$ cat src/sv/mcfp_pkg.sv
// shared types, codes and the command argument table of the marker command frame parser
`timescale 1ns / 1ps
`default_nettype none

package mcfp_pkg;

    typedef enum logic [1:0] {
        ST_ARG      = 2'd0,
        ST_COMPLETE = 2'd1,
        ST_UNKNOWN  = 2'd2,
        ST_TIMEOUT  = 2'd3
    } status_t;

    localparam logic        OP_BYTE      = 1'b0;
    localparam logic        OP_TICK      = 1'b1;
    localparam logic [7:0]  ESCAPE_CODE  = 8'd69;
    localparam logic [7:0]  LAST_KNOWN   = 8'd10;
    localparam logic [31:0] MARKER_RESET = 32'h4E4F_4445;
    localparam logic [15:0] LIMIT_RESET  = 16'd1000;
    localparam logic [16:0] TICKS_MAX    = 17'h1_FFFF;

    localparam int unsigned CFG_MARKER_WORD   = 0;
    localparam int unsigned CFG_TIMEOUT_LIMIT = 1;

    // number of argument bytes that follow a command code
    function automatic logic [5:0] arg_count(input logic [7:0] code);
        logic [5:0] n;
        case (code)
            8'd0:    n = 6'd1;
            8'd2:    n = 6'd6;
            8'd3:    n = 6'd45;
            8'd7:    n = 6'd8;
            8'd8:    n = 6'd3;
            8'd9:    n = 6'd1;
            default: n = 6'd0;
        endcase
        return n;
    endfunction

endpackage

`default_nettype wire

$ cat src/sv/marker_command_frame_parser.sv
// marker command frame parser: marker hunt, command decode, argument collection, timeout
//
//   channel  | direction | contents
//   ---------+-----------+-------------------------------------------------------------
//   s_*      | in        | tdata: rx_byte; tuser: operation (0 byte, 1 tick)
//   m_*      | out       | tdata: command_code, arg_index, arg_value; tuser: status,
//            |           | has_arg; tlast: last
//   cfg_*    | in        | write of marker_word (index 0) or timeout_limit (index 1)
//
// one transaction per cycle while s_tready is high; each byte or tick is decoded in the cycle
// it is accepted, and its result (if any) is clocked straight into the output register
// s_tready is high whenever the output register is empty or being drained
// a stall on m_tready holds one result and stops input only while it is full
// aresetn is synchronous; it clears the parser state and restores the register defaults
`timescale 1ns / 1ps
`default_nettype none

module marker_command_frame_parser #(
    parameter int MARKER_LEN = 4
) (
    input  wire         aclk,
    input  wire         aresetn,

    input  wire         s_tvalid,
    output logic        s_tready,
    input  wire  [7:0]  s_tdata,    // [7:0] rx_byte
    input  wire  [0:0]  s_tuser,    // [0] operation

    output logic        m_tvalid,
    input  wire         m_tready,
    output logic [23:0] m_tdata,    // [7:0] command_code, [13:8] arg_index, [21:14] arg_value
    output logic [2:0]  m_tuser,    // [1:0] status, [2] has_arg
    output logic        m_tlast,

    input  wire         cfg_wr_en,
    input  wire  [0:0]  cfg_addr,
    input  wire  [31:0] cfg_wdata
);

    localparam int MATCH_W = (MARKER_LEN > 4) ? $clog2(MARKER_LEN) : 2;
    localparam logic [MATCH_W:0] MATCH_DONE = (MATCH_W + 1)'(MARKER_LEN);

    typedef enum logic [2:0] {
        PH_IDLE   = 3'd0,
        PH_MARKER = 3'd1,
        PH_CODE   = 3'd2,
        PH_ESCAPE = 3'd3,
        PH_ARGS   = 3'd4
    } phase_t;

    logic [31:0]        marker_reg;
    logic [15:0]        limit_reg;

    phase_t             phase_reg, phase_next;
    logic [MATCH_W-1:0] match_reg, match_next;
    logic [16:0]        ticks_reg, ticks_next;
    logic [7:0]         code_reg, code_next;
    logic [5:0]         left_reg, left_next;
    logic [5:0]         pos_reg, pos_next;

    logic               out_valid_reg, out_valid_next;
    mcfp_pkg::status_t  out_status_reg, res_status;
    logic [7:0]         out_code_reg, res_code;
    logic [5:0]         out_index_reg, res_index;
    logic [7:0]         out_value_reg, res_value;
    logic               out_has_reg, res_has;
    logic               out_last_reg, res_last;
    logic               res_valid;

    logic               accept;
    logic [7:0]         folded;
    logic [7:0]         want_char;
    logic [4:0]         char_shift;
    logic [16:0]        ticks_inc;
    logic [5:0]         code_args;
    logic [MATCH_W-1:0] match_cur;

    assign s_tready = !out_valid_reg || m_tready;
    assign accept   = s_tvalid && s_tready;

    assign folded = (s_tdata >= 8'h61 && s_tdata <= 8'h7A) ? (s_tdata - 8'h20) : s_tdata;

    // a byte in idle starts the hunt at the first marker character
    assign match_cur = (phase_reg == PH_IDLE) ? '0 : match_reg;

    // marker character i comes from byte (i mod 4), counted from the top
    assign char_shift = 5'd24 - {match_cur[1:0], 3'b000};
    assign want_char  = 8'(marker_reg >> char_shift);

    assign ticks_inc = (ticks_reg < mcfp_pkg::TICKS_MAX) ? (ticks_reg + 17'd1) : ticks_reg;
    assign code_args = mcfp_pkg::arg_count(s_tdata);

    always_comb begin
        phase_next = phase_reg;
        match_next = match_reg;
        ticks_next = ticks_reg;
        code_next  = code_reg;
        left_next  = left_reg;
        pos_next   = pos_reg;
        res_valid  = 1'b0;
        res_status = mcfp_pkg::ST_ARG;
        res_code   = code_reg;
        res_index  = 6'd0;
        res_value  = 8'd0;
        res_has    = 1'b0;
        res_last   = 1'b1;
        if (s_tuser[0] == mcfp_pkg::OP_TICK) begin
            if (phase_reg != PH_IDLE) begin
                ticks_next = ticks_inc;
                if (ticks_inc > {1'b0, limit_reg}) begin
                    phase_next = PH_IDLE;
                    res_valid  = 1'b1;
                    res_status = mcfp_pkg::ST_TIMEOUT;
                end
            end
        end else begin
            case (phase_reg)
                PH_IDLE, PH_MARKER: begin
                    // a byte in idle opens the frame and is the first marker candidate
                    if (phase_reg == PH_IDLE) begin
                        ticks_next = 17'd0;
                        code_next  = 8'd0;
                        left_next  = 6'd0;
                        pos_next   = 6'd0;
                    end
                    phase_next = PH_MARKER;
                    if (folded == want_char) begin
                        if ({1'b0, match_cur} + 1'b1 >= MATCH_DONE) begin
                            match_next = '0;
                            phase_next = PH_CODE;
                        end else begin
                            match_next = match_cur + 1'b1;
                        end
                    end else begin
                        match_next = '0;
                    end
                end
                PH_CODE, PH_ESCAPE: begin
                    code_next = s_tdata;
                    res_code  = s_tdata;
                    if (phase_reg == PH_CODE && s_tdata == mcfp_pkg::ESCAPE_CODE) begin
                        phase_next = PH_ESCAPE;
                    end else if (s_tdata > mcfp_pkg::LAST_KNOWN) begin
                        phase_next = PH_IDLE;
                        res_valid  = 1'b1;
                        res_status = mcfp_pkg::ST_UNKNOWN;
                    end else if (code_args == 6'd0) begin
                        phase_next = PH_IDLE;
                        res_valid  = 1'b1;
                        res_status = mcfp_pkg::ST_COMPLETE;
                    end else begin
                        left_next  = code_args;
                        pos_next   = 6'd0;
                        phase_next = PH_ARGS;
                    end
                end
                PH_ARGS: begin
                    res_valid = 1'b1;
                    res_index = pos_reg;
                    res_value = s_tdata;
                    res_has   = 1'b1;
                    res_last  = (left_reg <= 6'd1);
                    pos_next  = pos_reg + 6'd1;
                    if (left_reg <= 6'd1) begin
                        left_next  = 6'd0;
                        phase_next = PH_IDLE;
                    end else begin
                        left_next  = left_reg - 6'd1;
                    end
                end
                default: begin
                    phase_next = PH_IDLE;
                end
            endcase
        end
    end

    assign out_valid_next = (accept && res_valid) ? 1'b1 :
                            (m_tready ? 1'b0 : out_valid_reg);

    always_ff @(posedge aclk) begin
        if (!aresetn) begin
            marker_reg    <= mcfp_pkg::MARKER_RESET;
            limit_reg     <= mcfp_pkg::LIMIT_RESET;
            phase_reg     <= PH_IDLE;
            match_reg     <= '0;
            ticks_reg     <= 17'd0;
            code_reg      <= 8'd0;
            left_reg      <= 6'd0;
            pos_reg       <= 6'd0;
            out_valid_reg <= 1'b0;
        end else begin
            if (cfg_wr_en) begin
                if (cfg_addr == 1'(mcfp_pkg::CFG_MARKER_WORD)) begin
                    marker_reg <= cfg_wdata;
                end else begin
                    limit_reg  <= cfg_wdata[15:0];
                end
            end
            if (accept) begin
                phase_reg <= phase_next;
                match_reg <= match_next;
                ticks_reg <= ticks_next;
                code_reg  <= code_next;
                left_reg  <= left_next;
                pos_reg   <= pos_next;
            end
            out_valid_reg <= out_valid_next;
        end
    end

    // result payload, loaded only with a new transaction
    always_ff @(posedge aclk) begin
        if (accept && res_valid) begin
            out_status_reg <= res_status;
            out_code_reg   <= res_code;
            out_index_reg  <= res_index;
            out_value_reg  <= res_value;
            out_has_reg    <= res_has;
            out_last_reg   <= res_last;
        end
    end

    assign m_tvalid = out_valid_reg;
    assign m_tdata  = {2'b00, out_value_reg, out_index_reg, out_code_reg};
    assign m_tuser  = {out_has_reg, out_status_reg};
    assign m_tlast  = out_last_reg;

endmodule

`default_nettype wire

$ cat config.mk
export PLATFORM = sky130hd
export DESIGN_NAME = marker_command_frame_parser
export DESIGN_NICKNAME = d
export VERILOG_FILES = /design/src/sv/mcfp_pkg.sv /design/src/sv/marker_command_frame_parser.sv
export SDC_FILE = /design/constraint.sdc
export NUM_CORES = 1
export LEC_CHECK = 0
export ABC_AREA = 1
export BUFFER_PORTS_ARGS = -buffer_cell sky130_fd_sc_hd__clkbuf_2
export CORE_MARGIN = 5
export CORE_UTILIZATION = 30
export DETAILED_ROUTE_END_ITERATION = 6
export PLACE_DENSITY = 0.45
export SYNTH_ARGS = -nofsm -noshare
export SYNTH_HDL_FRONTEND = slang
export SYNTH_SLANG_ARGS = --single-unit
$ cat constraint.sdc
create_clock -name aclk -period 6 [get_ports aclk]
set_clock_uncertainty 0.05 [all_clocks]
set_input_delay 0.6 -clock aclk [delete_from_list [all_inputs] [get_ports aclk]]
set_output_delay 0.6 -clock aclk [all_outputs]
set_load 0.05 [all_outputs]
==> out/results.tsv <==
metric	value	unit
path_clk_slew	0.05	ns
start_kind	register	
postCtsResizedCells	0	
hold_viol	0	
nFillCells	2255	
p_leak	3.42	nW
antenna_found_initial	0	
p_sw	527	uW
cts_buffer_depth	2	
yosys.area.top_type	dfxtp_1	
synth_simple_gate_area_share	31.1	%
largest_register_ffs	32	
post-cts-setup-buffer-count	0	
gp_congestion	0.810	
io_pins	77	
cts_tree	built	
diodes	0	
busiest_layer	met2	
ant_nets	0	
grt_overflow_total	0	
use_met3	3.43	%
dieArea	24400	um^2
async_flop_share	0	%
io_buffers	74	
track_usage	14.5	%
muxShareOfSynthArea	0	%
fin_setup_tns	0	ns
drive_above_1_share	14.0	%
clock_latency	0.41	ns
syn_avg_cell_area	7.18	um^2
switching_share	26.2	%
grt_pass1_wl	28400	um
rows	53	
vdd_drop_max	0.000181	V
worstSetupPathType	reg2reg	
multi_input_area	3250	um^2
ys_types	48	
synth_top_family_by_area	simple AND/OR/NAND/NOR gates	
yosys.area.top_type_share	28.4	%
setup_viol	0	
synth-compound-area-share	12.5	%
seq_power_share	42.4	%
p_int	1.49	mW
fin_area	7510	um^2
drc	0	
via_per_inst	4.63	
die_y	156	um
ys_ff_latch	117	
area_growth	17.1	%
arrival	4.12	ns
path_max_fanout	26	
use_met1	20.0	%
fin_crit	4.14	ns
max_freq	242	MHz
yosys.area_share.adder	4.49	%
htreeDepth	4	
grt_setup_unrepaired	false	
crit_required	5.98	ns
clock-sinks	117	
synth_common_cells	nand2_1 (243), nor2_1 (97), dfxtp_1 (91)	
post-synth-top-count-cell	nand2_1	
end_kind	register	
register_area	2600	um^2
fin_nets	1026	
yosys-top-cells-area	dfxtp_1 (28%), nand2_1 (14%), edfxtp_1 (12%), nor2_1 (5.7%), nand3_1 (5.2%)	
core-area	21000	um^2
grt_pass1_vias	5641	
pwr-share-comb	11.5	%
grtUsageMet2	22.9	%
yosys_warnings	0	
initial_core_util	30.5	%
maxCapViolations	0	
synthFlopType	dfxtp_1	
die_w	156	um
place_area	6980	um^2
maxSlewHeadroom	31.7	%
cts-buffers-inserted	17	
drv_slew	0	
dp_hpwl	12700	um
hold_buffers	0	
power-per-cell-area	268	nW/um^2
pwr-share-clk	46.1	%
synthCells	893	
wl_per_cell	13.8	um
synth_edf_count	26	
clock-root-buffer	clkbuf_16	
timing.final.crit_share	68.9	%
grt_max_degree	64	
status	finished clean	
tightest_slew	1.02	ns
vias	5751	
totalWireLength	17200	um
ys_seq_area_share	40.6	%
synth_xor_xnor_area_share	2.46	%
min_path_type	in2reg	
netlist_area	6410	um^2
drt_iter0_drc	348	
firstDrtPassIters	4	
-- critical path, cell delays in order (launching register included) --
cell and delay, ns:
dfxtp_1 0.38, inv_1 0.08, nor3_1 0.31, nand3_1 0.15, nor2_1 0.14, nor2_1 0.08
inv_1 0.07, nor2_1 0.07, nand2_1 0.11, nor2_1 0.06, xor2_1 0.15, ha_1 0.29
nand2_1 0.07, nor4b_1 0.44, nand2_1 0.11, nand3b_1 0.10, nand2_1 0.05, nand2_1 0.05
nand2_1 0.05, nand2_1 0.10, nand2_1 0.08, inv_1 0.74
-- cell families after synthesis --
family	Yosys count
compound gates	147
other cells	1
flops	117
xor+xnor	18
simple gates	454
buf+inv	133
fa+ha+maj	23
-- final timing paths --
path | startpoint | endpoint | slack, ns | cells past startpoint
setup reg to reg | ticks_reg[5]$_SDFFE_PN0P_ | out_value_reg[0]$_SDFFCE_PP0P_ | 1.86 | 21
hold / removal | cfg_wdata[18] | marker_reg[18]$_SDFFE_PN1P_ | 0.35 | 3
hold reg to reg | marker_reg[12]$_SDFFE_PN0P_ | marker_reg[12]$_SDFFE_PN0P_ | 0.41 | 2
setup / recovery | ticks_reg[5]$_SDFFE_PN0P_ | out_value_reg[0]$_SDFFCE_PP0P_ | 1.86 | 21
-- per-stage QoR --
step,hold WS (ns),util (%),power [mW],instances,setup WS (ns)
after CTS,0.329,35.7,2.04,1243,1.78
final,0.346,35.7,2.01,1243,1.86
after global placement,0.394,33.2,1.11,1212,1.97
after floorplan,0.379,-,1.04,894,2.52
after global routing,0.342,35.7,2.11,1243,1.27
after detailed placement,0.401,33.2,1.10,1212,1.81
-- area by class of cell --
class,count,area share [%]
clock buffers,27,6.83
clock inverters,4,0.300
inverters,97,4.95
multi-input cells,644,43.3
flip-flops and latches,117,34.6
well taps,275,4.58
repair buffers,79,5.43
-- power groups by stage --
stage | registers [mW] | logic (mW) | clock network [mW]
floorplan | 0.887 | 0.148 | 0
global placement | 0.870 | 0.235 | 0
detailed placement | 0.870 | 0.234 | 0
CTS | 0.854 | 0.235 | 0.952
global route | 0.857 | 0.265 | 0.986
finish | 0.854 | 0.232 | 0.927
-- layer usage --
layer  vias up  part of all wire (%)
li1       3036                     -
met1      2611                    50
met2        90                    44
met3        14                   4.3
met4         0                   1.2
met5         -                     0
-- cells in the final DEF (no fill, tap or decap), types with 3 or more instances in the layout --
master and count:
nand2_1 243, nor2_1 97, dfxtp_1 91, inv_1 89
clkbuf_2 74, nand3_1 67, a21oi_1 65, o21ai_0 58
edfxtp_1 26, ha_1 23, clkbuf_16 17, xor2_1 13
o211ai_1 11, nor3_1 9, nand4_1 7, nand2_2 6
xnor2_1 5, clkbuf_8 5, clkbuf_1 5, buf_4 5
inv_2 3, nor2_4 3, inv_4 3, nand3b_1 3
clkinv_2 3
No activity file was read; power rests on OpenSTA's default activity.
